File: src/design/sfc_pkg.sv
// Shared types and constants of the sorted frequency counter.
package sfc_pkg;

  localparam int unsigned ValueW   = 32;
  localparam int unsigned OccW     = 7;
  localparam int unsigned InDataW  = 32;
  localparam int unsigned OutDataW = 40;

  // One result beat as it leaves the scan engine.
  typedef struct packed {
    logic signed [ValueW-1:0] value;
    logic [OccW-1:0]          occ;
    logic                     last;
    logic                     ovf;
  } result_t;

endpackage

File: src/design/sfc_store.sv
// Value buffer: one write port, one read port with registered read data.
module sfc_store #(
  parameter int unsigned Depth = 64,
  parameter int unsigned AddrW = 6
) (
  input  logic                              clk_i,
  input  logic                              wr_en_i,
  input  logic [AddrW-1:0]                  wr_addr_i,
  input  logic signed [sfc_pkg::ValueW-1:0] wr_data_i,
  input  logic                              rd_en_i,
  input  logic [AddrW-1:0]                  rd_addr_i,
  output logic signed [sfc_pkg::ValueW-1:0] rd_data_o
);
  import sfc_pkg::*;

  logic signed [ValueW-1:0] mem_q [Depth];
  logic signed [ValueW-1:0] rd_data_q;

  always_ff @(posedge clk_i) begin
    if (wr_en_i) begin
      mem_q[wr_addr_i] <= wr_data_i;
    end
  end

  always_ff @(posedge clk_i) begin
    if (rd_en_i) begin
      rd_data_q <= mem_q[rd_addr_i];
    end
  end

  assign rd_data_o = rd_data_q;

endmodule

File: src/design/sfc_scan.sv
// Scan engine: one pass over the buffer per distinct value, smallest first.
module sfc_scan #(
  parameter int unsigned AddrW  = 6,
  parameter int unsigned CountW = 7
) (
  input  logic                              clk_i,
  input  logic                              rst_ni,
  input  logic                              start_i,
  input  logic [CountW-1:0]                 count_i,
  input  logic                              ovf_i,
  output logic                              busy_o,
  output logic                              rd_en_o,
  output logic [AddrW-1:0]                  rd_addr_o,
  input  logic signed [sfc_pkg::ValueW-1:0] rd_data_i,
  output logic                              res_valid_o,
  input  logic                              res_ready_i,
  output sfc_pkg::result_t                  res_o
);
  import sfc_pkg::*;

  typedef enum logic [2:0] {
    ST_IDLE = 3'b001,
    ST_SCAN = 3'b010,
    ST_EMIT = 3'b100
  } state_e;

  state_e state_q, state_d;
  logic [CountW-1:0] n_q, n_d;
  logic              ovf_q, ovf_d;
  logic [CountW-1:0] idx_q, idx_d;
  logic              rv_q, rv_d;
  logic              rlast_q, rlast_d;
  logic signed [ValueW-1:0] prev_q, prev_d;
  logic              have_prev_q, have_prev_d;
  logic signed [ValueW-1:0] best_q, best_d;
  logic [CountW-1:0] cnt_q, cnt_d;
  logic              have_best_q, have_best_d;
  logic              greater_q, greater_d;
  logic              cand;

  // Only values above the one emitted last take part in this pass.
  assign cand = !have_prev_q || (rd_data_i > prev_q);

  always_comb begin
    state_d     = state_q;
    n_d         = n_q;
    ovf_d       = ovf_q;
    idx_d       = idx_q;
    rv_d        = 1'b0;
    rlast_d     = rlast_q;
    prev_d      = prev_q;
    have_prev_d = have_prev_q;
    best_d      = best_q;
    cnt_d       = cnt_q;
    have_best_d = have_best_q;
    greater_d   = greater_q;
    rd_en_o     = 1'b0;

    case (state_q)
      ST_IDLE: begin
        if (start_i) begin
          n_d         = count_i;
          ovf_d       = ovf_i;
          idx_d       = '0;
          have_prev_d = 1'b0;
          have_best_d = 1'b0;
          greater_d   = 1'b0;
          cnt_d       = '0;
          state_d     = ST_SCAN;
        end
      end
      ST_SCAN: begin
        if (idx_q < n_q) begin
          rd_en_o = 1'b1;
          rv_d    = 1'b1;
          rlast_d = (idx_q == n_q - CountW'(1));
          idx_d   = idx_q + CountW'(1);
        end
        if (rv_q) begin
          if (cand) begin
            if (!have_best_q || (rd_data_i < best_q)) begin
              best_d      = rd_data_i;
              cnt_d       = CountW'(1);
              have_best_d = 1'b1;
              greater_d   = greater_q | have_best_q;
            end else if (rd_data_i == best_q) begin
              cnt_d = cnt_q + CountW'(1);
            end else begin
              greater_d = 1'b1;
            end
          end
          if (rlast_q) begin
            state_d = ST_EMIT;
          end
        end
      end
      ST_EMIT: begin
        if (res_ready_i) begin
          if (!greater_q) begin
            state_d = ST_IDLE;
          end else begin
            prev_d      = best_q;
            have_prev_d = 1'b1;
            have_best_d = 1'b0;
            greater_d   = 1'b0;
            cnt_d       = '0;
            idx_d       = '0;
            state_d     = ST_SCAN;
          end
        end
      end
      default: begin
        state_d = ST_IDLE;
      end
    endcase
  end

  always_ff @(posedge clk_i or negedge rst_ni) begin
    if (!rst_ni) begin
      state_q     <= ST_IDLE;
      rv_q        <= 1'b0;
      idx_q       <= '0;
      have_prev_q <= 1'b0;
      have_best_q <= 1'b0;
      greater_q   <= 1'b0;
      cnt_q       <= '0;
      n_q         <= '0;
      rlast_q     <= 1'b0;
      ovf_q       <= 1'b0;
    end else begin
      state_q     <= state_d;
      rv_q        <= rv_d;
      idx_q       <= idx_d;
      have_prev_q <= have_prev_d;
      have_best_q <= have_best_d;
      greater_q   <= greater_d;
      cnt_q       <= cnt_d;
      n_q         <= n_d;
      rlast_q     <= rlast_d;
      ovf_q       <= ovf_d;
    end
  end

  always_ff @(posedge clk_i) begin
    prev_q <= prev_d;
    best_q <= best_d;
  end

  assign busy_o      = (state_q != ST_IDLE);
  assign rd_addr_o   = idx_q[AddrW-1:0];
  assign res_valid_o = (state_q == ST_EMIT);
  // value, occ, last, ovf from the top bit down
  assign res_o       = {best_q, OccW'(cnt_q), !greater_q, ovf_q};

  // Read data only comes back during a pass.
  a_rv_in_scan: assert property (@(posedge clk_i) disable iff (!rst_ni)
    rv_q |-> (state_q == ST_SCAN))
    else $error("read data returned outside a scan pass");

  // An emitted result always counts at least one occurrence.
  a_occ_nonzero: assert property (@(posedge clk_i) disable iff (!rst_ni)
    res_valid_o |-> (have_best_q && (cnt_q != '0)))
    else $error("result emitted without a counted value");

  // A pass never reads past the stored count.
  a_idx_bound: assert property (@(posedge clk_i) disable iff (!rst_ni)
    (state_q == ST_SCAN) |-> (idx_q <= n_q))
    else $error("scan index ran past the item count");

  // A stalled result keeps its value and count.
  a_hold_stall: assert property (@(posedge clk_i) disable iff (!rst_ni)
    (res_valid_o && !res_ready_i) |=> (res_valid_o && $stable(best_q) && $stable(cnt_q)))
    else $error("stalled result changed");

endmodule

File: src/design/sorted_frequency_counter.sv
// Top level of the sorted frequency counter: load control, buffer and scan engine.
// Usage:
//   Input stream s_axis: one signed 32-bit value per beat in tdata, tlast marks
//   the last value of a set. Values are buffered, up to MAX_ITEMS of them;
//   further beats of the same set are dropped and flag overflow.
//   Loading takes one beat per cycle; no result appears until the tlast beat.
//   Output stream m_axis: one beat per distinct value, ascending, with its
//   occurrence count; tlast marks the largest value, tuser flags overflow.
//   Each result costs one read pass over the buffer (one read per cycle, read
//   data registered in the buffer, then compared), and tvalid rises once the
//   pass ends; a set with d distinct values drains in d passes plus the time
//   the receiver stalls.
//   s_axis_tready is low from the tlast beat until the final result is taken.
//   A stalled receiver simply holds the result beat; the next pass starts after
//   the beat is taken.
//   Reset empties the buffer count and clears the overflow flag; the buffer
//   contents themselves are not cleared (only written entries are read).
module sorted_frequency_counter #(
  parameter int unsigned MAX_ITEMS = 64
) (
  input  logic                           clk_i,
  input  logic                           rst_ni,
  input  logic                           s_axis_tvalid_i,
  output logic                           s_axis_tready_o,
  input  logic [sfc_pkg::InDataW-1:0]    s_axis_tdata_i,  // [31:0] sample_value
  input  logic                           s_axis_tlast_i,  // final_item
  output logic                           m_axis_tvalid_o,
  input  logic                           m_axis_tready_i,
  output logic [sfc_pkg::OutDataW-1:0]   m_axis_tdata_o,  // [31:0] distinct_value,
                                                          // [38:32] occurrences, [39] zero
  output logic                           m_axis_tlast_o,  // final_result
  output logic                           m_axis_tuser_o   // [0] overflow
);
  import sfc_pkg::*;

  localparam int unsigned AddrW  = (MAX_ITEMS > 1) ? $clog2(MAX_ITEMS) : 1;
  localparam int unsigned CountW = $clog2(MAX_ITEMS + 1);

  logic [CountW-1:0] count_q, count_d;
  logic              dropped_q, dropped_d;
  logic              accept, full, wr_en, start;
  logic [CountW-1:0] start_count;
  logic              start_ovf;
  logic              busy;
  logic              rd_en;
  logic [AddrW-1:0]  rd_addr;
  logic signed [ValueW-1:0] rd_data;
  result_t           res;

  // input beat taken only while no set is being reported
  assign s_axis_tready_o = !busy;
  assign accept          = s_axis_tvalid_i && s_axis_tready_o;
  assign full            = (count_q == CountW'(MAX_ITEMS));
  assign wr_en           = accept && !full;
  assign start           = accept && s_axis_tlast_i;

  // count as seen after this beat is stored
  assign start_count = full ? count_q : count_q + CountW'(1);
  assign start_ovf   = dropped_q | full;

  always_comb begin
    count_d   = count_q;
    dropped_d = dropped_q;
    if (accept) begin
      if (s_axis_tlast_i) begin
        // scan engine latches the set; buffer is free for the next one
        count_d   = '0;
        dropped_d = 1'b0;
      end else begin
        count_d   = start_count;
        dropped_d = start_ovf;
      end
    end
  end

  always_ff @(posedge clk_i or negedge rst_ni) begin
    if (!rst_ni) begin
      count_q   <= '0;
      dropped_q <= 1'b0;
    end else begin
      count_q   <= count_d;
      dropped_q <= dropped_d;
    end
  end

  sfc_store #(
    .Depth (MAX_ITEMS),
    .AddrW (AddrW)
  ) u_store (
    .clk_i     (clk_i),
    .wr_en_i   (wr_en),
    .wr_addr_i (count_q[AddrW-1:0]),
    .wr_data_i (s_axis_tdata_i[ValueW-1:0]),
    .rd_en_i   (rd_en),
    .rd_addr_i (rd_addr),
    .rd_data_o (rd_data)
  );

  sfc_scan #(
    .AddrW  (AddrW),
    .CountW (CountW)
  ) u_scan (
    .clk_i       (clk_i),
    .rst_ni      (rst_ni),
    .start_i     (start),
    .count_i     (start_count),
    .ovf_i       (start_ovf),
    .busy_o      (busy),
    .rd_en_o     (rd_en),
    .rd_addr_o   (rd_addr),
    .rd_data_i   (rd_data),
    .res_valid_o (m_axis_tvalid_o),
    .res_ready_i (m_axis_tready_i),
    .res_o       (res)
  );

  assign m_axis_tdata_o = {1'b0, res.occ, res.value};
  assign m_axis_tlast_o = res.last;
  assign m_axis_tuser_o = res.ovf;

endmodule
File: config.mk
export PLATFORM = sky130hd
export DESIGN_NAME = sorted_frequency_counter
export DESIGN_NICKNAME = d
export VERILOG_FILES = /design/src/design/sfc_pkg.sv /design/src/design/sfc_store.sv /design/src/design/sfc_scan.sv /design/src/design/sorted_frequency_counter.sv
export SDC_FILE = /design/constraint.sdc
export NUM_CORES = 2
export LEC_CHECK = 0
export ABC_AREA = 1
export BUFFER_PORTS_ARGS = -buffer_cell sky130_fd_sc_hd__buf_4
export CAP_MARGIN = 40
export CORE_ASPECT_RATIO = 0.5
export CORE_UTILIZATION = 25
export CTS_CLUSTER_SIZE = 30
export DETAILED_ROUTE_END_ITERATION = 12
export GPL_TIMING_DRIVEN = 0
export REMOVE_ABC_BUFFERS = 1
export SLEW_MARGIN = 20
export SYNTH_ARGS = -nofsm -noshare
export SYNTH_HDL_FRONTEND = slang
export SYNTH_SLANG_ARGS = --single-unit
File: constraint.sdc
create_clock -name clk_i -period 5.5 [get_ports clk_i]
set_clock_uncertainty 0.05 [all_clocks]
set_input_delay 1.1 -clock clk_i [delete_from_list [all_inputs] [get_ports clk_i]]
set_output_delay 1.1 -clock clk_i [all_outputs]
set_load 0.02 [all_outputs]
# After elaboration in Yosys (flattened, before gate mapping)
# Memories as Yosys holds them, arrays and structs flattened. A register that Yosys moved wholly into a read port is not among the register bits.
# Cells that the tools add are included.
dict set report classes {
  n_mux 39
  n_bitwise 2
  shifts 0
  add_sub_neg 4
  n_lt_le_gt_ge 3
  n_mul 0
  reduce_logical 22
  div 0
  n_eq_ne 17
}
# operator count
set ops {}
lappend ops {{7-bit two-way mux} 10}
lappend ops {{7-bit one-hot mux with 3 select lines} 2}
lappend ops {{32-bit equality test} 1}
lappend ops {{32-bit > comparator} 1}
lappend ops {{32-bit less-than comparator} 1}
lappend ops {{7-bit by 1-bit adder with 7-bit output (second input constant)} 3}
lappend ops {{1-bit two-way mux} 18}
lappend ops {{2-bit by 1-bit != test with 1-bit output (second input constant)} 7}
lappend ops {{7-bit AND reduction} 2}
lappend ops {{3-bit two-way mux} 4}
lappend ops {{4-bit AND reduction} 3}
lappend ops {{3-bit one-hot mux with 3 select lines} 1}
lappend ops {{7-bit equality test} 1}
lappend ops {{7-bit equality test (second input constant)} 1}
lappend ops {{7-bit less-than comparator} 1}
lappend ops {{7-bit by 1-bit subtractor with 7-bit output (second input constant)} 1}
lappend ops {{3-bit by 1-bit != test with 1-bit output (second input constant)} 2}
lappend ops {{1-bit one-hot mux with 3 select lines} 2}
lappend ops {{6-bit AND reduction} 1}
lappend ops {{1-bit zero test} 5}
lappend ops {{5-bit AND reduction} 1}
lappend ops {{2-bit AND reduction} 2}
lappend ops {{3-bit by 1-bit equality test with 1-bit output (second input constant)} 1}
lappend ops {{3-bit by 2-bit equality test with 1-bit output (second input constant)} 1}
lappend ops {{other kinds (11)} 15}
dict set report word_totals {
  elab_cells 102
  rom_bits 0
  latchBits 0
  in_bits 37
  out_inout_bits 44
  memories 1
  ramBits 2048
  ff_bits 102
}
# memory depth word_bits read_ports rd_ports_with_merged_regs wr line_no
set memory_table {}
lappend memory_table {u_store.mem_q 64 32 1 1 1 sfc_store.sv:16} ;# logic signed [ValueW-1:0] mem_q [Depth];

# Longest topological paths before layout
dict set report logic_depth {
  word_depth 6
  mapped_depth 21
  depth_no_buf 21
}

# Hierarchy
# From an unflattened synthesis, not the netlist that was laid out.
dict set report hier_totals {
  hier_cells 7434
  hier_area_um2 89206.8
}
# mod area_each_um2 seq_area_each_um2 instances cells_each
set modules_own_cells {}
lappend modules_own_cells {sfc_store 83058.4 62459.9 1 6769}
lappend modules_own_cells {sfc_scan 5594.1 2673.8 1 585}
lappend modules_own_cells {sorted_frequency_counter 554.3 200.2 1 80}

# Least setup slack after synthesis
# OpenSTA, ideal clock, no wires.
dict set report synth_path {
  kind {input to register}
  startpoint {input s_axis_tvalid_i}
  endpoint {memory u_store.mem_q[24][0] (enable)}
  stages 6
  t_required_ns 5.029
  path_slack_ns 1.743
  path_buffers 0
  arrival_time_ns 3.286
  setup_time_ns 0.421
  cell_sequence {nand2_2 nor2_1 inv_1 nor2_1 nand3_1 nor2_1}
}
dict set report synth_via {
  elab_chain_cells 4
}
# item line_no
set synth_rtl {}
lappend synth_rtl {{from (decl)} sorted_frequency_counter.sv:23} ;# input logic s_axis_tvalid_i,
lappend synth_rtl {{1-bit logical AND} sorted_frequency_counter.sv:52} ;# assign accept = s_axis_tvalid_i && s_axis_tready_o;
lappend synth_rtl {{1-bit logical AND} sorted_frequency_counter.sv:54} ;# assign wr_en = accept && !full;
lappend synth_rtl {{1-bit two-way mux} sfc_store.sv:20} ;# if (wr_en_i) begin
lappend synth_rtl {{1-bit two-way mux (implied by the code)} sfc_store.sv:21} ;# mem_q[wr_addr_i] <= wr_data_i;
lappend synth_rtl {{to (decl)} sfc_store.sv:16}
# Every way passes these cells.

# Final worst setup path
dict set report layout_path {
  startpoint {register u_scan.idx_q[1]}
  endpoint {register u_store.rd_data_q[25], in the netlist u_store.rd_data_o[25] (read register of u_store.mem_q) (data pin)}
}
dict set report layout_via {
  elab_chain_cells 3
}
# item line_no
set layout_rtl {}
lappend layout_rtl {{from (decl)} sfc_scan.sv:30} ;# logic [CountW-1:0] idx_q, idx_d;
lappend layout_rtl {{from (signal assigned)} sfc_scan.sv:133} ;# idx_q <= idx_d;
lappend layout_rtl {{7-bit less-than comparator} sfc_scan.sv:73} ;# if (idx_q < n_q) begin
lappend layout_rtl {{1-bit two-way mux} sfc_scan.sv:73}
lappend layout_rtl {{1-bit two-way mux} sfc_scan.sv:59} ;# case (state_q)
lappend layout_rtl {{to (decl)} sfc_store.sv:17} ;# logic signed [ValueW-1:0] rd_data_q;
# Several ways; a longest one is shown, not always the timed one.
# A chain may end at the register's enable or synchronous reset.

==> run metrics <==
Post-synth EDFFs 2,144; RSZ-0062 raised after global routing false; # clock sinks 2,182; total CTS buffers 217; Routed Wire Length 244,000 microns; commonest non-fill, non-tap cell in the layout edfxtp_1; Placed Cells roughly 11,000; global-route wire length before repair 355,000 microns; worst setup path class reg2reg; crit path capture type flop; Worst Setup Start Kind flop; PD cells 434 nW/um^2; Cells after Synth 6,421; IO Pins 81; core footprint 343,000 sq um; overall die width roughly 830 microns; final std cells w/o fill 11,300; iteration count of the initial detailed-routing pass 6; H-Tree Depth 4; relative slew slack a little over two fifths; post-route minimum period 5.03 ns; Sum Neg Setup Slack 0 ns; gr usage total between 10% and 20%; Netlist cell types 42; Post CTS Setup Buffer Count 0; Die Ht 417 microns; Setup-failing EPs final 0; most frequent cells in the layout edfxtp_1, nor2_1, o21ai_0; antenna violations before repair 7; CTS tree yes; Placed Area a little under 100,000 sq um; Synth async-reset ratio 1.74%; Worst VDD drop around 0.32 mV; Final ANT Viol Nets 0; register clock-pin slew on the reported worst setup and hold paths 0.07 ns; via/cell ratio 4.84; final period utilization between 90% and 100%; root buf cell clkbuf_16; clk buf depth 3; DP HPWL about 150,000 microns; number of synthesized register bits 2,182; Post-Syn Area roughly 86,000 sq um; critical path required time 6.04 ns; Die Area 347,000 sq um; sequential fraction of the synthesis area between 70 and 80%; top-area cell type share of the netlist area 74.7%; via count 54,700; 1st-iter DRT viols 6,351; design area 103,000 sq um; outcome complete, no violations; Resized cells post-CTS 0; Total Nets Final 6,607; Syn Area/Cell 13.4 sq um; std cell rows 152; hold crit path type in2async; ranking of synthesized cells by area edfxtp_1, o21ai_0, nor2_1, o22ai_1, o221ai_1; Max Freq 199 MHz; port bufs 79; layout cells sized above 1 10.1%; grt total ovfl 0; cts hold-fix bufs 0; Final GP Congestion 0.803; vias in the first global route just over 50,000; LEAKAGE 32.6 nW; # DRC 0; critical-path maximum fanout 114; pin count of the biggest net entering global routing 131; Pwr Total 44.8 mW; Synth area leader edfxtp_1; yosys warns 0; Final Max Slew Viols 0; Avg WL per Cell approximately 22 microns; Starting Density about a quarter; Fin. Hold Viols 0; Layout area overhead 19.5%; Tightest Pin Transition 0.840 ns; max cap viols 0; Main synth FF type edfxtp_1; Worst-Skew Late Latency 0.82 ns; Data arrival, critical path 5.57 ns
==> layout make-up <==
cell class	instances	area (sq um)
Fill cell	33800	240000
Sequential cell	2182	65400
Multi-Input combinational cell	3670	19100
Clock buffer	273	5790
Tap cell	4620	5780
Timing Repair Buffer	285	5520
Clock inverter	124	1000
Inverter	138	556
Antenna cell	3	7.51
==> worst max-delay path: stages (launching register included) <==
cell and delay (ns):
dfrtp_4 0.71, buf_16 0.28, inv_8 0.36, buf_16 0.30, buf_16 0.32, buf_16 0.33
buf_16 0.43, buf_16 0.37, o21ai_0 0.16, o221ai_1 0.21, nand3_1 0.10, a21oi_1 0.15
o21ai_0 0.33, nand3_1 0.43
==> where the power goes <==
group,leakage [nW],internal (mW),switching [mW]
clock network,3.33,8.10,6.19
logic,9.49,3.40,7.91
registers,19.8,18.8,0.341
total,32.6,30.3,14.4
==> registers in the layout, indices dropped and copies added, names as in the netlist <==
| name | flops |
|---|---|
| u_store.mem_q | 2048 |
| u_scan.best_q | 32 |
| u_scan.prev_q | 32 |
| u_store.rd_data_o | 32 |
| count_q | 7 |
| u_scan.cnt_q | 7 |
| u_scan.idx_q | 7 |
| u_scan.n_q | 7 |
| u_scan.state_q | 3 |
| dropped_q | 1 |
| u_scan.greater_q | 1 |
| u_scan.have_best_q | 1 |
| u_scan.have_prev_q | 1 |
| u_scan.ovf_q | 1 |
| u_scan.rlast_q | 1 |
| u_scan.rv_q | 1 |
==> Yosys cell counts, types with 14 or more instances <==
| master | instances |
|---|---|
| dfrtp_1 | 37 |
| inv_1 | 124 |
| clkbuf_1 | 298 |
| o211ai_1 | 48 |
| o221ai_1 | 209 |
| nand2_1 | 389 |
| ha_1 | 76 |
| buf_1 | 14 |
| nor2_1 | 1143 |
| nand3_1 | 243 |
| a21oi_1 | 88 |
| edfxtp_1 | 2144 |
| buf_2 | 106 |
| o22ai_1 | 309 |
| nand4_1 | 43 |
| o21ai_0 | 1054 |
==> cell families after synthesis <==
| group | after synthesis | synth area share (%) |
|---|---|---|
| compound gates | 1743 | 11.7 |
| xor+xnor | 15 | 0.152 |
| fa+ha+maj | 76 | 1.10 |
| buf+inv | 569 | 2.70 |
| flops | 2182 | 75.8 |
| other cells | 1 | 0.00435 |
| simple gates | 1835 | 8.55 |
==> worst paths after layout <==
path,from,end,slack (ns),cells past startpoint
hold / removal,rst_ni,u_scan.cnt_q[3],0.20,1
hold reg to reg,u_store.rd_data_o[0],u_scan.best_q[0],0.40,0
setup / recovery,u_scan.idx_q[1],u_store.rd_data_o[25],0.47,13
setup reg to reg,u_scan.idx_q[1],u_store.rd_data_o[25],0.47,13
min in group clk_i,u_store.rd_data_o[0],u_scan.best_q[0],0.40,0
max in group asynchronous,rst_ni,u_scan.idx_q[2],4.77,1
==> per-stage QoR <==
stage / hold slack (ns) / setup WS, ns / util [%]
floorplan: 0.376 / -41.43 / -
global placement: 0.385 / -117.28 / 26.5
detailed placement: 0.385 / 0.284 / 28.1
CTS: 0.181 / 0.285 / 30.0
global route: 0.214 / 0.115 / 30.0
finish: 0.202 / 0.470 / 30.0
==> metal layers <==
metal / vias up / global-route usage, % / routed length (microns)
met1: 27600 / 17.8 / 99700
li1: 24300 / - / -
met3: 464 / 2.03 / 18000
met2: 2329 / 22.2 / 117000
met5: - / 0 / 13
met4: 2 / 5.72 / 10200
(Power assumes the default switching activity.)
